**src/hdl/qn_pkg.sv**
```systemverilog
`default_nettype none
package qn_pkg;

  localparam int COMP_BITS = 16;
  localparam int SQ_W      = 2 * COMP_BITS;
  localparam int SUM_W     = SQ_W + 1;
  localparam int V_W       = SUM_W + 16;
  localparam int VE_W      = V_W + (V_W % 2);
  localparam int ROOT_W    = VE_W / 2;
  localparam int REM_W     = ROOT_W + 2;
  localparam int UNIT_W    = 16;
  localparam int Q_W       = 15;
  localparam int NORM_W    = 25;
  localparam int FRAC_SH   = 22;
  localparam int DIV_PRE   = FRAC_SH - Q_W;
  localparam int NUM_LANES = 4;

  typedef struct packed {
    logic signed [COMP_BITS-1:0] comp_w;
    logic signed [COMP_BITS-1:0] comp_x;
    logic signed [COMP_BITS-1:0] comp_y;
    logic signed [COMP_BITS-1:0] comp_z;
  } src_t;

  typedef struct packed {
    logic signed [UNIT_W-1:0] unit_w;
    logic signed [UNIT_W-1:0] unit_x;
    logic signed [UNIT_W-1:0] unit_y;
    logic signed [UNIT_W-1:0] unit_z;
    logic [NORM_W-1:0]        norm_scaled;
    logic                     zero_norm;
  } res_t;

  // per-item sideband carried alongside the root pipeline
  typedef struct packed {
    logic [NUM_LANES-1:0][COMP_BITS-1:0] mag;
    logic [NUM_LANES-1:0]                neg;
    logic                                zero;
  } side_t;

  typedef struct packed {
    logic [REM_W-1:0]  rem;
    logic [ROOT_W-1:0] root;
    logic [VE_W-1:0]   v;
  } sq_t;

  // one digit pair of the restoring square root
  function automatic sq_t sqrt_step(sq_t s);
    logic [REM_W-1:0] rs;
    logic [REM_W-1:0] tr;
    sq_t o;
    rs = {s.rem[REM_W-3:0], s.v[VE_W-1 -: 2]};
    tr = {s.root, 2'b01};
    o.v = s.v << 2;
    if (rs >= tr) begin
      o.rem  = rs - tr;
      o.root = {s.root[ROOT_W-2:0], 1'b1};
    end else begin
      o.rem  = rs;
      o.root = {s.root[ROOT_W-2:0], 1'b0};
    end
    return o;
  endfunction

endpackage
`default_nettype wire

```
**src/hdl/qn_sqrt.sv**
```systemverilog
`default_nettype none
module qn_sqrt (
  input  logic                      clk,
  input  logic                      en,
  input  logic [qn_pkg::VE_W-1:0]   v,
  input  qn_pkg::side_t             side_in,
  output logic [qn_pkg::ROOT_W-1:0] root,
  output qn_pkg::side_t             side_out
);
  import qn_pkg::*;

  sq_t   st  [ROOT_W];
  sq_t   cur [ROOT_W];
  side_t sd  [ROOT_W];

  for (genvar k = 0; k < ROOT_W; k++) begin : g_stage
    if (k == 0) begin : g_first
      always_comb begin
        cur[k] = sqrt_step('{rem: '0, root: '0, v: v});
      end
      always_ff @(posedge clk) begin
        if (en) begin
          st[k] <= cur[k];
          sd[k] <= side_in;
        end
      end
    end else begin : g_next
      always_comb begin
        cur[k] = sqrt_step(st[k-1]);
      end
      always_ff @(posedge clk) begin
        if (en) begin
          st[k] <= cur[k];
          sd[k] <= sd[k-1];
        end
      end
    end
  end

  assign root     = st[ROOT_W-1].root;
  assign side_out = sd[ROOT_W-1];

endmodule
`default_nettype wire

```
**config.mk**
```make
export PLATFORM = sky130hd
export DESIGN_NAME = qn_sqrt
export DESIGN_NICKNAME = d
export VERILOG_FILES = /design/src/hdl/qn_pkg.sv /design/src/hdl/qn_sqrt.sv
export SDC_FILE = /design/constraint.sdc
export NUM_CORES = 2
export LEC_CHECK = 0
export ABC_AREA = 0
export BUFFER_PORTS_ARGS = -buffer_cell sky130_fd_sc_hd__clkbuf_2
export CAP_MARGIN = 20
export CORE_ASPECT_RATIO = 0.7
export CORE_MARGIN = 2
export CORE_UTILIZATION = 56
export DETAILED_ROUTE_END_ITERATION = 12
export HOLD_SLACK_MARGIN = 0.05
export PLACE_DENSITY_LB_ADDON = 0.2
export SLEW_MARGIN = 0
export SYNTH_ARGS = -nofsm -noshare
export SYNTH_HDL_FRONTEND = slang
export SYNTH_MEMORY_MAX_BITS = 65536
export SYNTH_SLANG_ARGS = --single-unit
```
**constraint.sdc**
```tcl
create_clock -name clk -period 3.35 [get_ports clk]
set_input_delay 0.5025 -clock clk [delete_from_list [all_inputs] [get_ports clk]]
set_output_delay 0.5025 -clock clk [all_outputs]
set_load 0.1 [all_outputs]
```
; Yosys cells after proc, flatten, opt, wreduce, memory -nomap -nowiden
; Memories as Yosys holds them, arrays and structs flattened.
; Index checks and enable logic that the tools add are counted.
[word_totals]
n_memories = 2
ram_bits = 4225
input_bits = 121
elab_cells = 79
reg_bits = 0
output_inout_bits = 94
[classes]
addsub = 25
n_lt_le_gt_ge = 25
n_mux = 27
[memory_table]
columns = memory, words, width, rd, rd_ports_with_merged_regs, wr, line
row1 = st, 25, 100, 25, 0, 25, qn_sqrt.sv:12  ; sq_t st [ROOT_W];
row2 = sd, 25, 69, 25, 0, 25, qn_sqrt.sv:14  ; side_t sd [ROOT_W];
[op_table]
columns = operator, count
row1 = $mux W52, 25
row2 = $ge A27 B27 Y1, 24
row3 = $sub A27 B27 Y27, 24
row4 = $sub A2 B1 Y3 const B, 1
row5 = $ge A2 B1 Y1 const B, 1
row6 = $mux W1, 2

; Logic depth before layout (Yosys ltp)
; An unclocked memory read counts as a cell.
[depth]
depth_word = 3
ltp_mapped = 14
ltp_nobuf = 11

; Least setup slack after synthesis
; Ideal clock, no wire load.
[synth_timing]
path_kind = register to register
from = memory st[0][583] (netlist bit)
to = memory st[0][689] (netlist bit), data pin
t_required_ns = 3.079
stages_incl_launch_ff = 12
n_path_buf = 2
path_slack_ns = 0.005
arrival_ns = 3.073
period_less_slack_ns = 3.345
setup_ns = 0.271
cell_sequence = edfxtp_1 -> or3_1 -> or2_2 -> or4_1 -> clkbuf_1 -> or4_1 -> nand2b_1 -> nor3_4 -> or3b_1 -> buf_2 -> nor4_1 -> xor2_1
[synth_lines]
columns = item, line
row1 = start: declaration, qn_sqrt.sv:12

==> qor.yml <==
die-height_um: 393
cap_violations: 0
yosys_warnings: 0
gp_congestion: 0.902
leakage_nw: 50.9
synthArstFlopShare_pct: 0
max_freq_mhz: 304
synthesis.area_um2: 121000
port-buffer-count: 214
synth_seq_cells: 3217
num_rows: 142
grt.total_usage_pct: 16.9
synth_edf_count: 3217
critPathRequiredTime_ns: 3.89
drive_above_1_share_pct: 12.8
timing.final.crit_period_ns: 3.29
placedInstanceArea_um2: 127000
drt_pass1_iterations: 6
route.detailed.drc: 0
fin_util_pct: 64.5
layout.nets: 8171
critPathKind: "reg2reg"
ios: 215
finalSetupViolations: 0
rr_worst_depth: 9
crit_top_cell: "a211oi_1"
syn_avg_cell_area_um2: 17.3
skew_ns: 0.0384
routed_via_density: 5.26
htreeDepth: 5
dieArea_um2: 220000
fin_crit_sh_pct: 98.3
worstMarginPinSlew_ns: 0.718
worstPathCellList: "inv_1, ha_1, a2111oi_0, a211oi_1, a211o_1, a211oi_1, nor2_1, nor3b_2, xor2_1"
clock-sinks: 3217
cts_buffers: 302
grt_max_degree: 128
path_max_fanout: 5
synth_cells: 7011
coreArea_um2: 214000
ys_seq_area_share_pct: 79.9
cp_slowest_cell: "a2111oi_0"
grt-ovfl-total: 0
hp-class: "in2reg"
p_per_area_nw_per_um2: 685
die_w_um: 559
synth_cell_type_count: 77
clock_latency_ns: 0.83
startpoint_type: "flip-flop"
finalSetupTns_ns: 0
start_util_pct: 56.4
postRouteAntennaNets: 0
fin_area_um2: 138000
slew_violations: 0
slowest_delay_ns: 0.71
path_clk_slew_ns: 0.06
ys.flop_type: "edfxtp_1"
first_iter_violations: 4945
grt_pass1_vias: 54800
end_kind: "flip-flop"
wl_per_cell_um: 17.4
finalHoldViolCount: 0
root_buffer: "clkbuf_16"
clockBufferDepth: 4
area_growth_pct: 14.3
arrival_ns: 3.84
cts_tree: "built"
peakVddDrop_mv: 0.414
dr_total_vias: 56800
dp_hpwl_um: 121000
hold-path-cell-count: 1
grt_first_pass_wirelength_um: 298000
grt_antenna_before_repair: 7
routed_wl_um: 188000
syn_nets: 7483
relSlewSlack_pct: 50.9
status: "finished clean"
==> layer usage <==
layer	up-vias	track usage [%]	share of wire [%]	wire length, um
li1	27800	-	-	-
met1	27300	26.7	50	94400
met2	1310	24.4	43	80300
met3	353	2.68	4.6	8660
met4	0	5.04	2.5	4720
met5	-	0	0	0
==> what timing repair did <==
item | in CTS | in global routing
setup buffers | 0 | 5
endpoints found under the setup margin | 19 | 132
pin swaps | 0 | 7
resized for setup | 3 | 56
hold buffers | 120 | 0
endpoints found under the hold margin | 120 | 0
==> path summary, 6_finish.rpt <==
path                             start              endpoint  slack (ns)
setup / recovery  st[1][153]$_DFFE_PP_  st[1][297]$_DFFE_PP_        0.06
hold / removal                      en  sd[0][161]$_DFFE_PP_        0.17
setup reg to reg  st[1][153]$_DFFE_PP_  st[1][297]$_DFFE_PP_        0.06
hold reg to reg   sd[0][648]$_DFFE_PP_  sd[0][717]$_DFFE_PP_        0.39
==> synthesized netlist by cell type, drive strengths merged (10+ instances only) <==
master | instances | area (um^2)
and2 | 21 | 131
xor2 | 231 | 2020
o21a | 57 | 428
or2 | 23 | 144
a211oi | 24 | 180
nand3 | 74 | 370
o21bai | 25 | 188
nand2b | 63 | 394
a21o | 127 | 953
ha | 351 | 4390
a21oi | 294 | 1470
nor3 | 136 | 692
nor4b | 10 | 87.6
nor2 | 314 | 1180
edfxtp | 3217 | 96600
nand3b | 13 | 97.6
nand2 | 327 | 1230
or3 | 58 | 368
or4 | 29 | 221
and3 | 24 | 150
o211ai | 17 | 133
buf | 105 | 752
nand4 | 55 | 344
nor2b | 44 | 275
o31ai | 35 | 263
xnor2 | 230 | 2010
a21boi | 19 | 143
a31oi | 37 | 231
clkbuf | 82 | 309
o21ai | 287 | 1440
inv | 445 | 1670
mux2 | 56 | 631
nor4 | 60 | 375
a211o | 10 | 87.6
==> logic make-up (layout without fill, tap and decap cells) <==
group                    Yosys count  count (layout)  share of synthesized area [%]
multiplexers                      62              62                          0.571
XOR/XNOR                         461             461                           3.34
other                              1               4                        0.00310
buffers and inverters            632            1554                           2.26
AND/OR/NAND/NOR                 1282            1282                           5.23
flip-flops                      3217            3217                           79.9
adder cells (fa/ha/maj)          351             351                           3.63
AO/OA/AOI/OAI                   1005            1005                           5.10
==> placed cells by master, fill, tap and decap left out, types with 127 or more instances in the layout <==
cell type,Yosys,final
nand2_1,327,327
xor2_1,231,231
nor2_1,314,314
o21ai_0,283,275
nor3_1,135,128
xnor2_1,230,230
clkbuf_2,1,213
a21o_1,127,127
ha_1,351,351
buf_4,94,178
a21oi_1,294,291
clkbuf_16,0,305
edfxtp_1,3217,3217
inv_1,445,444
==> power by group <==
part | internal (mW) | switching (mW)
Combinational | 4.66 | 6.54
Sequential | 48.7 | 1.71
Clock | 18.9 | 14.1
==> flip-flops by register name, summed over array words and instances, names as in the netlist <==
signal  flops
sd       1725
st       1492
==> critical path, delay by kind of cell, from the launching register on <==
kind,cells,cell delay (ns)
adder cells (fa/ha/maj),1,0.36
flip-flops,1,0.37
AO/OA/AOI/OAI,4,1.77
XOR/XNOR,1,0.10
buffers and inverters,1,0.05
AND/OR/NAND/NOR,2,0.38
==> layout make-up <==
class                           count  area [um^2]
Multi-Input combinational cell   3162        21900
Tap cell                         2880         3600
Clock buffer                      362         7850
Antenna cell                        3         7.51
Inverter                          445         1670
Fill cell                       14800        76100
Sequential cell                  3217        96600
Clock inverter                    176         1770
Timing Repair Buffer              571         4790
==> metrics by stage <==
stage | hold WS, ns | worst slack [ns] | std cells | total power [mW]
floorplan | 0.400 | 0.00532 | 7011 | 58.2
global placement | 0.400 | -0.0793 | 10200 | 61.9
detailed placement | 0.405 | -0.129 | 10200 | 62.1
CTS | 0.136 | 0.0136 | 10800 | 95.7
global route | 0.147 | -0.0195 | 10800 | 98.9
finish | 0.169 | 0.0563 | 10800 | 94.7
Power figures use the tool's default switching activity.
