**src/hdl/qn_pkg.sv**
```systemverilog
`default_nettype none
package qn_pkg;

  localparam int COMP_BITS = 16;
  localparam int SQ_W      = 2 * COMP_BITS;
  localparam int SUM_W     = SQ_W + 1;
  localparam int V_W       = SUM_W + 16;
  localparam int VE_W      = V_W + (V_W % 2);
  localparam int ROOT_W    = VE_W / 2;
  localparam int REM_W     = ROOT_W + 2;
  localparam int UNIT_W    = 16;
  localparam int Q_W       = 15;
  localparam int NORM_W    = 25;
  localparam int FRAC_SH   = 22;
  localparam int DIV_PRE   = FRAC_SH - Q_W;
  localparam int NUM_LANES = 4;

  typedef struct packed {
    logic signed [COMP_BITS-1:0] comp_w;
    logic signed [COMP_BITS-1:0] comp_x;
    logic signed [COMP_BITS-1:0] comp_y;
    logic signed [COMP_BITS-1:0] comp_z;
  } src_t;

  typedef struct packed {
    logic signed [UNIT_W-1:0] unit_w;
    logic signed [UNIT_W-1:0] unit_x;
    logic signed [UNIT_W-1:0] unit_y;
    logic signed [UNIT_W-1:0] unit_z;
    logic [NORM_W-1:0]        norm_scaled;
    logic                     zero_norm;
  } res_t;

  // per-item sideband carried alongside the root pipeline
  typedef struct packed {
    logic [NUM_LANES-1:0][COMP_BITS-1:0] mag;
    logic [NUM_LANES-1:0]                neg;
    logic                                zero;
  } side_t;

  typedef struct packed {
    logic [REM_W-1:0]  rem;
    logic [ROOT_W-1:0] root;
    logic [VE_W-1:0]   v;
  } sq_t;

  // one digit pair of the restoring square root
  function automatic sq_t sqrt_step(sq_t s);
    logic [REM_W-1:0] rs;
    logic [REM_W-1:0] tr;
    sq_t o;
    rs = {s.rem[REM_W-3:0], s.v[VE_W-1 -: 2]};
    tr = {s.root, 2'b01};
    o.v = s.v << 2;
    if (rs >= tr) begin
      o.rem  = rs - tr;
      o.root = {s.root[ROOT_W-2:0], 1'b1};
    end else begin
      o.rem  = rs;
      o.root = {s.root[ROOT_W-2:0], 1'b0};
    end
    return o;
  endfunction

endpackage
`default_nettype wire

```
**src/hdl/qn_div_lane.sv**
```systemverilog
`default_nettype none
module qn_div_lane (
  input  logic                         clk,
  input  logic                         en,
  input  logic [qn_pkg::COMP_BITS-1:0] mag,
  input  logic                         neg,
  input  logic [qn_pkg::ROOT_W-1:0]    divisor,
  output logic [qn_pkg::Q_W-1:0]       quot,
  output logic                         quot_neg
);
  import qn_pkg::*;

  logic [ROOT_W-1:0] rem [Q_W];
  logic [ROOT_W-1:0] dv  [Q_W];
  logic [Q_W-1:0]    q   [Q_W];
  logic              ng  [Q_W];

  for (genvar k = 0; k < Q_W; k++) begin : g_step
    logic [ROOT_W-1:0] rem_in;
    logic [ROOT_W-1:0] dv_in;
    logic [Q_W-1:0]    q_in;
    logic              ng_in;
    logic [ROOT_W:0]   rs;
    if (k == 0) begin : g_first
      // low dividend bits are all zero, so start from the top part
      assign rem_in = ROOT_W'(mag) << DIV_PRE;
      assign dv_in  = divisor;
      assign q_in   = '0;
      assign ng_in  = neg;
    end else begin : g_next
      assign rem_in = rem[k-1];
      assign dv_in  = dv[k-1];
      assign q_in   = q[k-1];
      assign ng_in  = ng[k-1];
    end
    assign rs = {rem_in, 1'b0};
    always_ff @(posedge clk) begin
      if (en) begin
        dv[k] <= dv_in;
        ng[k] <= ng_in;
        if (rs >= {1'b0, dv_in}) begin
          rem[k] <= ROOT_W'(rs - {1'b0, dv_in});
          q[k]   <= {q_in[Q_W-2:0], 1'b1};
        end else begin
          rem[k] <= rs[ROOT_W-1:0];
          q[k]   <= {q_in[Q_W-2:0], 1'b0};
        end
      end
    end
  end

  assign quot     = q[Q_W-1];
  assign quot_neg = ng[Q_W-1];

endmodule
`default_nettype wire

```
**config.mk**
```make
export PLATFORM = sky130hd
export DESIGN_NAME = qn_div_lane
export DESIGN_NICKNAME = d
export VERILOG_FILES = /design/src/hdl/qn_pkg.sv /design/src/hdl/qn_div_lane.sv
export SDC_FILE = /design/constraint.sdc
export NUM_CORES = 1
export LEC_CHECK = 0
export BUFFER_PORTS_ARGS = -buffer_cell sky130_fd_sc_hd__buf_2
export CAP_MARGIN = 20
export CORE_ASPECT_RATIO = 1.75
export CORE_MARGIN = 2
export CORE_UTILIZATION = 58
export CTS_CLUSTER_SIZE = 28
export DETAILED_ROUTE_END_ITERATION = 16
export PLACE_DENSITY = 0.73
export SLEW_MARGIN = 0
export SYNTH_ARGS = -nofsm -noshare
export SYNTH_HDL_FRONTEND = slang
export SYNTH_SLANG_ARGS = --single-unit
```
**constraint.sdc**
```tcl
create_clock -name clk -period 3.1 [get_ports clk]
set_input_delay 0.31 -clock clk [delete_from_list [all_inputs] [get_ports clk]]
set_output_delay 0.31 -clock clk [all_outputs]
set_load 0.05 [all_outputs]
```
Word level (Yosys, flattened, before mapping). Memories as Yosys holds them, arrays and structs flattened. Index checks and enable logic that the tools add are counted.

Logic and storage cells: 186. Output and inout bits: 16. Memories kept: 4. Bits of input ports: 44. Register bits: 0. Memory bits (writable): 990.

Memory list: dv (depth 15, bits a word 25, rd ports 14, clocked after memory_dff 0, write ports 15, line qn_div_lane.sv:14) `logic [ROOT_W-1:0] dv [Q_W];`; rem (depth 15, bits a word 25, rd ports 14, clocked after memory_dff 0, write ports 15, line qn_div_lane.sv:13) `logic [ROOT_W-1:0] rem [Q_W];`; q (depth 15, bits a word 15, rd ports 15, clocked after memory_dff 0, write ports 15, line qn_div_lane.sv:15) `logic [Q_W-1:0] q [Q_W];`; ng (depth 15, bits a word 1, rd ports 15, clocked after memory_dff 0, write ports 15, line qn_div_lane.sv:16) `logic ng [Q_W];`.

Add/subtract/negate cells: 15. Bitwise operators: 30. Order comparisons: 15. Muxes and demuxes: 122.

Operator list (count): $mux 25 (15); $ge 26x25->1 (14); $sub 25x25->25 (14); $mux 15 (15); $mux 1 (92); $or 1x1->1 (30); $ge 24x25->1 (1); $sub 24x25->25 (1).

Logic depth before layout (Yosys ltp). An unclocked memory read counts as a cell.

Depth after elaboration: 6. Gate-level depth with buffers: 14. Mapped depth without buffers: 12.

Worst setup path before layout. No wires, ideal clock.

Kind: reg-to-reg. Start: memory rem[0][175] (netlist bit). End: memory rem[1][5] (netlist bit), data pin. Library setup time: 0.266 ns. Cell stages (with the launch flop): 13. Arrival: 2.878 ns. Path slack: -0.044 ns. Buffers on the path: 2. Period minus slack after synthesis: 3.144 ns. Required time: 2.834 ns. Cells stage by stage: edfxtp_1 > fa_1 > a21oi_1 > nor3_1 > a211o_1 > o211ai_1 > a31oi_1 > a31o_1 > a21oi_2 > buf_4 > buf_4 > mux2i_1 > nor2_1.

RTL lines (line): from (decl) (qn_div_lane.sv:13).

==> results.yml <==
finish:
  area.growth.synth_to_final_pct: 27.1
  fill_cells: 5442
  multi_input_area_sq_um: 23000
  drive_above_1_share: 0.258
  seqCellArea_sq_um: 25100
  fin_util: 0.745
  fin_nets: 5563
  fin_cells: 6261
pwr:
  pwr_density_cell_nw_per_um2: 973
  peakVddDrop_uv: 991
  leakage_nw: 25.8
  total_power_mw: 59.4
floorplanning:
  start_util: 0.586
  core_area_sq_um: 81900
  die_area_sq_um: 85100
  die_y_um: 384
  fp-row-count: 139
  pin_count: 60
  die_w_um: 221
sta:
  layout_min_cycle_time_ns: 3.26
  min_period_over_period: 1.05
  fin_skew_ns: 0.0336
  max_clock_freq_ghz: 0.307
  maxSlewHeadroom: 0.252
  setup_viol: 110
  drv_slew: 0
  worst_slack_ns: -0.156
  hold_viol_final: 0
  rsz0062_at_grt: "yes"
  worst_slew_pin_slew_ns: 1.12
routing:
  wl_mm: 138
  drc: 0
  first_pass_iters: 5
  viasPerCell: 5.92
  postRouteAntennaNets: 0
  wl_per_cell_um: 22.1
  drt-initial-drc-count: 2038
  vias: 37100
global_route:
  grt_max_degree: 191
  grt_pass1_wl_mm: 201
  grt.total_usage: 0.311
  antenna_found_initial: 0
  grt_pass1_vias: 39600
  overflow: 0
yosys:
  synthTopCellsByCount: "833 x edfxtp_1, 452 x inv_1, 366 x ha_1, 346 x a21oi_1, 285 x nand2_1"
  yosys_most_used_dff: "edfxtp_1"
  synth_top_cell_by_area: "edfxtp_1"
  synth_edf_count: 833
  syn-num-nets: 4762
  ys_ff_latch: 835
  syn_inst: 4339
  netlist_area_sq_um: 48000
  avgSynthCellArea_sq_um: 11.1
  yosys-top-cells-area: "edfxtp_1 52%, ha_1 9.5%, a21oi_1 3.6%"
  synth_warnings: 0
  synth_top_area_frac: 0.521
  ys_seq_area_frac: 0.522
  async_flop_share: 0
  yosysMostFrequentCell: "edfxtp_1"
  ys_types: 96
critical_path:
  crit_path_frequent_cell: "o21a_1"
  cp_cell_sequence: "fa_2 -> nor2b_1 -> o21a_1 -> o21ai_4 -> a21bo_4 -> a211oi_4 -> o41ai_4 -> a21o_1 -> buf_4 -> or4_1 -> o21a_1"
  cp-end-kind: "flip-flop"
  path_max_fanout: 3
  path_buf_inv: 1
  slowest_delay_ns: 0.47
  crit_cells: 11
  startpoint_type: "flip-flop"
  crit_type: "flip-flop to flip-flop"
  crit_slowest_cell: "or4_1"
  worstRegToRegCells: 11
  worstPathRequired_ns: 3.54
  critPathArrivalTime_ns: 3.70
  cp_top_family: "compound AO/OA/AOI/OAI gates"
placed_design:
  dp_cells: 5965
  place.gp.congestion: 0.921
  place_ws_ns: -0.416
  place_hpwl_mm: 98.8
  numPortBuffers: 59
status:
  violations: "setup timing"
  status: "complete, but fails checks"
clocking:
  clk_path_buf_depth: 3
  cts_tree: "built"
  path_clk_slew_ns: 0.07
  clock_latency_ns: 0.71
  cts-buffers-inserted: 79
  cts_root_buffer: "clkbuf_16"
  htreeDepth: 3
  cts.sinks: 835
worst_hold_path:
  min_path_type: "input port to flip-flop"
  whs_path_depth: 2
run:
  maxCapViolations: 0
final cells by class:
cell class,count,share of cell area
antenna,1,0.0000410
tap,1057,0.0217
timing repair inverter,1,0.000144
sequential,835,0.411
multi-input combinational,2918,0.378
inverter,454,0.0281
clock buffer,101,0.0344
timing repair buffer,851,0.118
clock inverter,43,0.00931
worst paths after layout:
path                   from         end  slack [ns]
setup / recovery  dv[1][25]  rem[1][73]       -0.16
hold / removal           en  dv[0][120]        0.22
setup reg to reg  dv[1][25]  rem[1][73]       -0.16
hold reg to reg    q[1][55]    q[1][71]        0.41
registers in the layout, summed over array words and instances (netlist names):
name / cells
rem: 350
ng: 15
dv: 350
q: 120
layer usage:
metal | global-route usage | routed length (um) | up-vias
met1 | 0.202 | 35500 | 17900
met3 | 0.0402 | 3940 | 691
met5 | 0 | 0 | -
met4 | 0.339 | 18300 | 0
met2 | 0.658 | 80400 | 1047
li1 | - | - | 17500
placed cells by master, fill, tap and decap left out, drive strengths merged, types with 41 or more instances in the layout:
cell type / Yosys / routed
a21o: 147 / 147
a21oi: 349 / 349
buf: 30 / 800
clkbuf: 102 / 109
dlygate4sd3: 0 / 42
edfxtp: 833 / 833
ha: 366 / 366
inv: 454 / 459
mux2: 91 / 91
nand2: 286 / 286
nand2b: 63 / 63
nand3: 75 / 75
nand4: 56 / 56
nor2: 278 / 278
nor2b: 44 / 44
nor3: 66 / 66
o21a: 63 / 63
o21ai: 265 / 265
o31ai: 41 / 41
xnor2: 157 / 157
xor2: 116 / 116
power by group:
part	internal, mW	switching [mW]
Clock	5.84	4.47
Combinational	14.9	16.3
Sequential	16.2	1.58
Total	37.0	22.4
logic make-up (layout without fill, tap and decap cells):
logic type | count (synthesis) | after routing | share of synthesized area
AOI/OAI and AO/OA | 1133 | 1133 | 0.151
xor gates and xnor gates | 273 | 273 | 0.0498
adders and majority gates | 379 | 379 | 0.101
buffers and inverters | 586 | 1450 | 0.0471
DFF | 835 | 835 | 0.522
muxes | 117 | 117 | 0.0276
other | 0 | 1 | 0
and+or+nand+nor | 1016 | 1016 | 0.102
stage by stage:
step / setup TNS, ns / cell area [sq um] / hold WS [ns]
6_report: -7.00 / 61000 / 0.221
5_1_grt: -19.05 / 61000 / 0.256
4_1_cts: -7.70 / 59000 / 0.224
3_5_place_dp: -52.66 / 54100 / 0.405
3_3_place_gp: -37.27 / 54100 / 0.401
2_1_floorplan: 0 / 48000 / 0.400
timing repair:
item,in CTS,in global routing
setup endpoints to repair,307,276
gates cloned,7,10
hold buffers,42,1
setup buffers,41,71
endpoints found under the hold margin,42,1
pin swaps,80,134
resized for setup,281,318
(Power assumes the default switching activity.)
